<file path="src/rtl/core/kmst_pkg.sv">
// package: shared constants, request codes and controller/datapath interface types
package kmst_pkg;

  localparam int unsigned MaxVerticesDef = 16;
  localparam int unsigned WeightBitsDef  = 16;
  localparam int unsigned VcW            = 5;
  localparam int unsigned IdxW           = 4;
  localparam int unsigned InWeightW      = 16;
  localparam int unsigned TotalW         = 22;
  localparam logic [VcW-1:0] VcReset     = 5'd16;

  localparam logic ReqWrite = 1'b0;
  localparam logic ReqRun   = 1'b1;

  typedef struct packed {
    logic clr_en;
    logic wr_en;
    logic init;
    logic scan_clr;
    logic scan_en;
    logic pick;
    logic finish;
  } cmd_t;

  typedef struct packed {
    logic clr_done;
    logic scan_done;
    logic run_end;
  } status_t;

endpackage

</file>
<file path="src/rtl/core/kmst_ctrl.sv">
// controller: sequences clearing, weight writes, edge scans, edge picks and the final result
module kmst_ctrl (
  input  logic             clk_i,
  input  logic             rst_ni,
  input  logic             start,
  input  logic             req_type_i,
  input  kmst_pkg::status_t status_i,
  output kmst_pkg::cmd_t    cmd_o,
  output logic             busy
);

  typedef enum logic [4:0] {
    StClear  = 5'b00001,
    StIdle   = 5'b00010,
    StScan   = 5'b00100,
    StPick   = 5'b01000,
    StFinish = 5'b10000
  } state_e;

  state_e state_q, state_d;

  always_comb begin
    state_d = state_q;
    cmd_o   = '0;
    unique case (state_q)
      StClear: begin
        cmd_o.clr_en = 1'b1;
        if (status_i.clr_done) state_d = StIdle;
      end
      StIdle: begin
        if (start) begin
          if (req_type_i == kmst_pkg::ReqRun) begin
            cmd_o.init     = 1'b1;
            cmd_o.scan_clr = 1'b1;
            state_d        = StScan;
          end else begin
            cmd_o.wr_en = 1'b1;
          end
        end
      end
      StScan: begin
        cmd_o.scan_en = 1'b1;
        if (status_i.scan_done) state_d = StPick;
      end
      StPick: begin
        cmd_o.pick = 1'b1;
        if (status_i.run_end) begin
          state_d = StFinish;
        end else begin
          cmd_o.scan_clr = 1'b1;
          state_d        = StScan;
        end
      end
      StFinish: begin
        cmd_o.finish = 1'b1;
        state_d      = StIdle;
      end
      default: state_d = StIdle;
    endcase
  end

  always_ff @(posedge clk_i or negedge rst_ni) begin
    if (!rst_ni) begin
      state_q <= StClear;
    end else begin
      state_q <= state_d;
    end
  end

  assign busy = (state_q != StIdle);

endmodule

</file>
<file path="src/rtl/core/kmst_dp.sv">
// datapath: weight store, minimum edge scan, component labels and result register
module kmst_dp #(
  parameter int unsigned MAX_VERTICES = kmst_pkg::MaxVerticesDef,
  parameter int unsigned WEIGHT_BITS  = kmst_pkg::WeightBitsDef
) (
  input  logic                                  clk_i,
  input  logic                                  rst_ni,
  input  kmst_pkg::cmd_t                        cmd_i,
  output kmst_pkg::status_t                     status_o,
  input  logic                                  cfg_we_i,
  input  logic [kmst_pkg::VcW-1:0]              cfg_wdata_i,
  input  logic [kmst_pkg::IdxW-1:0]             row_i,
  input  logic [kmst_pkg::IdxW-1:0]             col_i,
  input  logic signed [kmst_pkg::InWeightW-1:0] weight_i,
  output logic                                  result_valid_o,
  output logic                                  edge_valid_o,
  output logic [kmst_pkg::IdxW-1:0]             edge_from_o,
  output logic [kmst_pkg::IdxW-1:0]             edge_to_o,
  output logic signed [kmst_pkg::InWeightW-1:0] edge_weight_o,
  output logic signed [kmst_pkg::TotalW-1:0]    total_weight_o,
  output logic                                  last_o,
  output logic                                  spanning_o
);

  localparam int unsigned Adj = MAX_VERTICES * MAX_VERTICES;
  localparam int unsigned AW  = $clog2(Adj);
  localparam int unsigned VW  = $clog2(MAX_VERTICES);
  localparam int unsigned NW  = VW + 1;
  localparam int unsigned IW  = kmst_pkg::IdxW;
  localparam int unsigned TW  = kmst_pkg::TotalW;
  localparam int unsigned WW  = kmst_pkg::InWeightW;

  logic signed [WEIGHT_BITS-1:0] mem [Adj];

  logic [kmst_pkg::VcW-1:0] vc_q;
  logic [AW-1:0]            clr_q;
  logic [NW-1:0]            n_q, n_d;
  logic [NW-1:0]            r_q, c_q;
  logic                     s1v_q;
  logic [NW-1:0]            s1r_q, s1c_q;
  logic signed [WEIGHT_BITS-1:0] rd_q;
  logic                     bf_q;
  logic [NW-1:0]            br_q, bc_q;
  logic signed [WEIGHT_BITS-1:0] bw_q;
  logic                     hp_q;
  logic [NW-1:0]            pr_q, pc_q;
  logic signed [WEIGHT_BITS-1:0] pw_q;
  logic [VW-1:0]            label_q [MAX_VERTICES];
  logic [NW-1:0]            cnt_q;
  logic signed [TW-1:0]     tot_q;
  logic                     pend_q;
  logic [NW-1:0]            pend_r_q, pend_c_q;
  logic signed [WEIGHT_BITS-1:0] pend_w_q;
  logic signed [TW-1:0]     pend_t_q;

  logic                     issue;
  logic [AW-1:0]            raddr, waddr;
  logic                     wr_ok;
  logic                     cand, greater, better;
  logic [VW-1:0]            la, lb;
  logic                     take;
  logic [NW:0]              cnt_next;
  logic signed [TW-1:0]     tot_new;

  // effective vertex count
  always_comb begin
    if (vc_q == '0) begin
      n_d = NW'(1);
    end else if (32'(vc_q) > MAX_VERTICES) begin
      n_d = NW'(MAX_VERTICES);
    end else begin
      n_d = NW'(vc_q);
    end
  end

  assign wr_ok = (32'(row_i) < MAX_VERTICES) && (32'(col_i) < MAX_VERTICES);
  assign waddr = AW'(32'(row_i) * MAX_VERTICES + 32'(col_i));
  assign issue = cmd_i.scan_en && (r_q < n_q);
  assign raddr = AW'(32'(r_q) * MAX_VERTICES + 32'(c_q));

  always_ff @(posedge clk_i) begin
    if (cmd_i.clr_en) begin
      mem[clr_q] <= '0;
    end else if (cmd_i.wr_en && wr_ok) begin
      mem[waddr] <= WEIGHT_BITS'(weight_i);
    end
    rd_q <= mem[raddr];
  end

  // candidate edge from the read stage
  assign cand    = s1v_q && (s1r_q < s1c_q) && (rd_q != '0);
  assign greater = !hp_q || (rd_q > pw_q) ||
                   ((rd_q == pw_q) && ((s1r_q > pr_q) || ((s1r_q == pr_q) && (s1c_q > pc_q))));
  assign better  = !bf_q || (rd_q < bw_q);

  assign la       = label_q[br_q[VW-1:0]];
  assign lb       = label_q[bc_q[VW-1:0]];
  assign take     = bf_q && (la != lb);
  assign cnt_next = {1'b0, cnt_q} + (NW+1)'(take) + (NW+1)'(1);
  assign tot_new  = tot_q + TW'(bw_q);

  assign status_o.clr_done  = (32'(clr_q) == Adj - 1);
  assign status_o.scan_done = (r_q == n_q) && !s1v_q;
  assign status_o.run_end   = !bf_q || (cnt_next >= {1'b0, n_q});

  always_ff @(posedge clk_i or negedge rst_ni) begin
    if (!rst_ni) begin
      vc_q           <= kmst_pkg::VcReset;
      clr_q          <= '0;
      s1v_q          <= 1'b0;
      result_valid_o <= 1'b0;
      pend_q         <= 1'b0;
      bf_q           <= 1'b0;
      hp_q           <= 1'b0;
      cnt_q          <= '0;
      r_q            <= '0;
      c_q            <= '0;
      n_q            <= NW'(1);
    end else begin
      result_valid_o <= 1'b0;
      if (cfg_we_i) vc_q <= cfg_wdata_i;
      if (cmd_i.clr_en) clr_q <= clr_q + AW'(1);

      s1v_q <= issue;
      if (issue) begin
        if (c_q == n_q - NW'(1)) begin
          c_q <= '0;
          r_q <= r_q + NW'(1);
        end else begin
          c_q <= c_q + NW'(1);
        end
      end
      if (cand && greater && better) bf_q <= 1'b1;

      if (cmd_i.init) begin
        n_q    <= n_d;
        cnt_q  <= '0;
        hp_q   <= 1'b0;
        pend_q <= 1'b0;
      end

      if (cmd_i.pick) begin
        hp_q <= 1'b1;
        if (take) begin
          cnt_q  <= cnt_q + NW'(1);
          pend_q <= 1'b1;
          if (pend_q) result_valid_o <= 1'b1;
        end
      end

      if (cmd_i.finish) result_valid_o <= 1'b1;

      if (cmd_i.scan_clr) begin
        r_q   <= '0;
        c_q   <= '0;
        s1v_q <= 1'b0;
        bf_q  <= 1'b0;
      end
    end
  end

  always_ff @(posedge clk_i) begin
    s1r_q <= r_q;
    s1c_q <= c_q;
    if (cand && greater && better) begin
      br_q <= s1r_q;
      bc_q <= s1c_q;
      bw_q <= rd_q;
    end
    if (cmd_i.init) begin
      tot_q <= '0;
      for (int v = 0; v < MAX_VERTICES; v++) label_q[v] <= VW'(v);
    end
    if (cmd_i.pick) begin
      pr_q <= br_q;
      pc_q <= bc_q;
      pw_q <= bw_q;
      if (take) begin
        for (int v = 0; v < MAX_VERTICES; v++) begin
          if (label_q[v] == lb) label_q[v] <= la;
        end
        tot_q    <= tot_new;
        pend_r_q <= br_q;
        pend_c_q <= bc_q;
        pend_w_q <= bw_q;
        pend_t_q <= tot_new;
        edge_valid_o   <= 1'b1;
        edge_from_o    <= IW'(pend_r_q);
        edge_to_o      <= IW'(pend_c_q);
        edge_weight_o  <= WW'(pend_w_q);
        total_weight_o <= pend_t_q;
        last_o         <= 1'b0;
        spanning_o     <= 1'b0;
      end
    end
    if (cmd_i.finish) begin
      edge_valid_o   <= pend_q;
      edge_from_o    <= pend_q ? IW'(pend_r_q) : '0;
      edge_to_o      <= pend_q ? IW'(pend_c_q) : '0;
      edge_weight_o  <= pend_q ? WW'(pend_w_q) : '0;
      total_weight_o <= pend_q ? pend_t_q : '0;
      last_o         <= 1'b1;
      spanning_o     <= ({1'b0, cnt_q} + (NW+1)'(1)) == {1'b0, n_q};
    end
  end

endmodule

</file>
<file path="src/rtl/core/minimum_spanning_tree_kruskal_unit.sv">
// top level: kruskal minimum spanning tree unit
// usage:
//   start with req_type_i = 0 writes weight_i at (row_i, col_i); only row < col
//   is used, a zero weight means no edge. start with req_type_i = 1 runs the
//   tree search over the first vertex_count vertices (cfg_we_i / cfg_wdata_i).
//   a request is taken when start is high and busy is low.
// results:
//   each chosen edge appears for one cycle with result_valid_o high, lowest
//   weight first, ties in row-major order, with the running total. the final
//   result has last_o set and spanning_o tells if a full tree was found.
//   results cannot be stalled.
// operation:
//   a weight write leaves busy low, so writes can come back to back.
//   a run holds busy high until its last result appears, and makes one pick
//   per edge taken in weight order (chosen or skipped), plus one when the
//   edge list runs out. each pick follows a scan of the n * n weights of the
//   first n vertices through the memory's single read port.
// reset:
//   weights clear to zero by a sweep over all MAX_VERTICES * MAX_VERTICES entries
//   (256 by default) with busy high; vertex_count resets to 16.
module minimum_spanning_tree_kruskal_unit #(
  parameter int unsigned MAX_VERTICES = kmst_pkg::MaxVerticesDef,
  parameter int unsigned WEIGHT_BITS  = kmst_pkg::WeightBitsDef
) (
  input  logic                                  clk_i,
  input  logic                                  rst_ni,
  input  logic                                  start,
  output logic                                  busy,
  input  logic                                  cfg_we_i,
  input  logic [kmst_pkg::VcW-1:0]              cfg_wdata_i,
  input  logic                                  req_type_i,
  input  logic [kmst_pkg::IdxW-1:0]             row_i,
  input  logic [kmst_pkg::IdxW-1:0]             col_i,
  input  logic signed [kmst_pkg::InWeightW-1:0] weight_i,
  output logic                                  result_valid_o,
  output logic                                  edge_valid_o,
  output logic [kmst_pkg::IdxW-1:0]             edge_from_o,
  output logic [kmst_pkg::IdxW-1:0]             edge_to_o,
  output logic signed [kmst_pkg::InWeightW-1:0] edge_weight_o,
  output logic signed [kmst_pkg::TotalW-1:0]    total_weight_o,
  output logic                                  last_o,
  output logic                                  spanning_o
);

  kmst_pkg::cmd_t    cmd;
  kmst_pkg::status_t status;

  kmst_ctrl u_ctrl (
    .clk_i      (clk_i),
    .rst_ni     (rst_ni),
    .start      (start),
    .req_type_i (req_type_i),
    .status_i   (status),
    .cmd_o      (cmd),
    .busy       (busy)
  );

  kmst_dp #(
    .MAX_VERTICES (MAX_VERTICES),
    .WEIGHT_BITS  (WEIGHT_BITS)
  ) u_dp (
    .clk_i          (clk_i),
    .rst_ni         (rst_ni),
    .cmd_i          (cmd),
    .status_o       (status),
    .cfg_we_i       (cfg_we_i),
    .cfg_wdata_i    (cfg_wdata_i),
    .row_i          (row_i),
    .col_i          (col_i),
    .weight_i       (weight_i),
    .result_valid_o (result_valid_o),
    .edge_valid_o   (edge_valid_o),
    .edge_from_o    (edge_from_o),
    .edge_to_o      (edge_to_o),
    .edge_weight_o  (edge_weight_o),
    .total_weight_o (total_weight_o),
    .last_o         (last_o),
    .spanning_o     (spanning_o)
  );

endmodule

</file>
<file path="config.mk">
export PLATFORM = sky130hd
export DESIGN_NAME = minimum_spanning_tree_kruskal_unit
export DESIGN_NICKNAME = d
export VERILOG_FILES = /design/src/rtl/core/kmst_pkg.sv /design/src/rtl/core/kmst_ctrl.sv /design/src/rtl/core/kmst_dp.sv /design/src/rtl/core/minimum_spanning_tree_kruskal_unit.sv
export SDC_FILE = /design/constraint.sdc
export NUM_CORES = 2
export LEC_CHECK = 0
export BUFFER_PORTS_ARGS = -buffer_cell sky130_fd_sc_hd__clkbuf_2
export CAP_MARGIN = 20
export CORE_MARGIN = 4
export CORE_UTILIZATION = 55
export CTS_BUF_LIST = sky130_fd_sc_hd__clkbuf_8
export DETAILED_ROUTE_END_ITERATION = 12
export PLACE_DENSITY = 0.71
export REMOVE_ABC_BUFFERS = 1
export SLEW_MARGIN = 20
export SYNTH_ARGS = -nofsm -noshare
export SYNTH_HDL_FRONTEND = slang
export SYNTH_HIERARCHICAL = 1
export SYNTH_MEMORY_MAX_BITS = 65536
export SYNTH_SLANG_ARGS = --single-unit
</file>
<file path="constraint.sdc">
create_clock -name clk_i -period 6.48 [get_ports clk_i]
set_input_delay 0.972 -clock clk_i [delete_from_list [all_inputs] [get_ports clk_i]]
set_output_delay 0.972 -clock clk_i [all_outputs]
set_load 0.02 [all_outputs]
</file>
==> run_results.csv <==
group,metric,value,unit
power,power.switching,19.1,mW
power,power_frac_comb,0.219,
floorplanning,core_area,310000,sq um
synthesis,synth-compound-area-share,0.00900,
floorplanning,die_w,567,microns
global_routing,grt_pass1_wl,586000,microns
clocking,postCtsSetupBuffers,0,
global_routing,track_usage,0.250,
setup_path,cp.depth,9,
placed_design,globalplace.congestion,0.871,
layout,area_growth_syn_to_layout,11.9,%
synthesis,netlist_area,172000,sq um
synthesis,synth_top_area_frac,0.752,
placed_design,dpl.cell_count,11700,
setup_path,reg2reg_depth,9,
route,drt-total-wl,401000,microns
power,p_sw_frac,0.280,
route,wl_per_cell,30.9,microns
floorplanning,dieArea,321000,sq um
clocking,clock_sinks,4406,
worst_hold_path,min_path_type,"input pin to flop",
setup_path,cp_num_buf_inv,1,
setup_path,cpMaxStageDelayCell,"nand2_1",
global_routing,antenna_found_initial,21,
synthesis,synth_edf_count,4306,
sta,finalHoldWorstSlack,0.131,ns
sta,worst_slack,1.27,ns
clocking,cts_buffers,672,
route,drt_iter0_markers,11200,
clocking,clk_pin_slew_worst_paths,0.06,ns
route,drtPass1Iterations,6,
global_routing,grt_pass1_vias,82700,
power,power,68.4,mW
placed_design,place_ws,1.27,ns
worst_hold_path,hp-start,"cfg_we_i",
power,pwr-share-seq,0.474,
setup_path,cp.arrival,6.06,ns
synthesis,synth_top_family_by_area,"multiplexers",
layout,stdcell_count,13000,
setup_path,critPathMaxStageDelay,0.80,ns
worst_hold_path,hold_path_depth,2,
sta,max_clock_freq,192,MHz
placed_design,placed_cell_area,180000,sq um
power,clockPowerShare,0.307,
floorplanning,die_h,567,microns
sta,max_slew_margin,0.162,
synthesis,synth_ff_type,"edfxtp_1",
clocking,cts_tree,"yes",
synthesis,synthTopCellsByArea,"edfxtp_1 75%, mux4_2 18%, nor2_1 0.78%",
layout,layout-drive-gt1-share,0.317,
layout,nets,8425,
synthesis,yosys_warnings,6,
setup_path,crit_type,"flop to flop",
run,cap_violations,0,
sta,hold_viol,0,
route,antenna_left,0,
synthesis,ys_types,75,
clocking,clk_latency,1.18,ns
synthesis,synth-xor-area-share,0.00601,
clocking,cts_htree_levels,6,
route,detail_route.drc_violations,0,
synthesis,synthCells,7497,
setup_path,start_kind,"flop",
sta,finalSetupViolations,0,
power,p_leak,61.3,nW
sta,period_needed,5.21,ns
route,num_vias,82200,
floorplanning,initial_core_util,0.555,
run_status,status,"finished, final reports clean",
setup_path,crit_family,"simple AND/OR/NAND/NOR gates",
synthesis,synthArstFlopShare,0.00976,
route,avgViaCountPerCell,6.34,
floorplanning,num_io_pins,85,
synthesis,synth_fa_ha_area_frac,0.00631,
setup_path,cp_data_required_time,7.34,ns
setup_path,cp_cell_sequence,"or3_4 -> or2_1 -> nor3b_2 -> nor2b_4 -> nand3_1 -> o21ai_1 -> nand2_1 -> nor2_1 -> buf_4",
synthesis,synth-simple-area-share,0.0209,
placed_design,io_buffers,84,
sta,grt_setup_unrepaired,"no",
floorplanning,rows,204,
setup_path,end_kind,"flop",
setup_path,cp-startpoint,"u_ctrl/state_q[4]",
sta,finalCritPeriodShare,0.803,
setup_path,path_max_fanout,22,
clocking,clk_path_buf_depth,4,
synthesis,ys_ff_latch,4406,
synthesis,yosys.area.top_type,"edfxtp_1",
setup_path,regToRegStartpoint,"u_ctrl/state_q[4]",
synthesis,yosysSeqAreaShare,0.765,
sta,clock_skew,0.0380,ns
sta,worstMarginPinSlew,1.25,ns
synthesis,yosysMostFrequentCell,"edfxtp_1",
power,internal_power,49.3,mW
sta,report.final.slew_viol_count,0,
power,peakVddDrop,0.000264,V
global_routing,overflow,0,
synthesis,yosys-mux-area-fraction,0.181,
global_routing,grt_max_degree,160,
layout,nFillCells,20500,
synthesis,synth_common_cells,"4306 x edfxtp_1, 1365 x mux4_2, 355 x nor2_1, 224 x clkbuf_1, 174 x nand2_1",
layout,design_area,192000,sq um
clocking,cts_root_buf,"clkbuf_8",
placed_design,hpwlAfterDp,243000,microns
synthesis,syn_avg_cell_area,22.9,sq um
power,power.density,356,nW/um^2
## cell usage in the layout (no fill, tap or decap), types with 18 or more instances in the layout
cell	instances
mux4_2	1365
inv_1	278
a21o_1	25
nand2_1	158
dfrtp_1	36
buf_12	50
nand2_2	18
clkinv_2	66
nand2b_1	27
and2_1	53
a21oi_1	52
o21ai_0	49
clkbuf_8	691
clkbuf_2	84
xnor2_1	46
nor4_1	21
ha_1	84
clkinv_1	173
nor2_1	351
buf_4	381
edfxtp_1	4306
dfxtp_1	57
a22oi_1	27
xor2_1	70
nand3_1	46
mux2_2	18
## kinds of logic after synthesis
| group | Yosys count |
|---|---|
| flops | 4406 |
| xor+xnor | 118 |
| simple gates | 787 |
| buf+inv | 469 |
| fa+ha+maj | 86 |
| compound gates | 231 |
| mux | 1400 |
## per-layer routing
metal,vias to the layer above,track usage,part of all wire
met5,-,0,0.000085
met2,4597,0.380,0.48
met4,6,0.0768,0.029
li1,33400,-,-
met1,43600,0.369,0.39
met3,621,0.0555,0.10
## power by group through the flow
stage	registers [mW]	logic, mW	clock network, mW
after detailed placement	33.0	15.0	0
after CTS	32.4	15.0	21.5
final	32.4	14.9	21.0
after global routing	32.4	15.7	22.9
after floorplan	33.4	8.86	0
after global placement	33.0	14.8	0
## worst paths after layout
path	endpoint	slack [ns]
max	u_dp/mem[50][2]	1.27
min	u_dp/vc_q[3]	0.13
max reg2reg	u_dp/mem[50][2]	1.27
min reg2reg	u_dp/pc_q[4]	0.42
max in group asynchronous	u_dp/c_q[0]	5.54
min in group asynchronous	u_dp/result_valid_o	0.44
## through the flow
step	util	setup TNS, ns
2_1_floorplan	-	-2124.31
3_3_place_gp	0.580	0
3_5_place_dp	0.580	0
4_1_cts	0.620	0
5_1_grt	0.620	0
6_report	0.620	0
## state kept, by name, summed over array words and instances (netlist names), 22 cells and up, named ones only
register	count
u_dp/label_q	64
u_dp/mem	4096
u_dp/pend_t_q	22
u_dp/tot_q	22
u_dp/total_weight_o	22
## worst reg2reg max path: cells and delay by family, from the launching register on
| kind | cells | cell delay [ns] |
|---|---|---|
| compound gates | 1 | 0.61 |
| flops | 1 | 0.41 |
| buf+inv | 1 | 0.32 |
| simple gates | 7 | 3.53 |
## layout make-up
| cell class | count | area (sq um) | area share |
|---|---|---|---|
| Sequential cell | 4406 | 132000 | 0.684 |
| Multi-Input combinational cell | 2622 | 38500 | 0.200 |
| Clock buffer | 691 | 9510 | 0.0495 |
| Tap cell | 4120 | 5150 | 0.0268 |
| Timing Repair Buffer | 524 | 4420 | 0.0230 |
| Clock inverter | 507 | 2730 | 0.0142 |
| Inverter | 79 | 299 | 0.00156 |
| Antenna cell | 17 | 42.5 | 0.000221 |
## timing repair
action                                 CTS  global route
endpoints found under the hold margin   45             0
gates resized for setup                  0             0
hold buffers                             6             0
(Power assumes the default switching activity.)
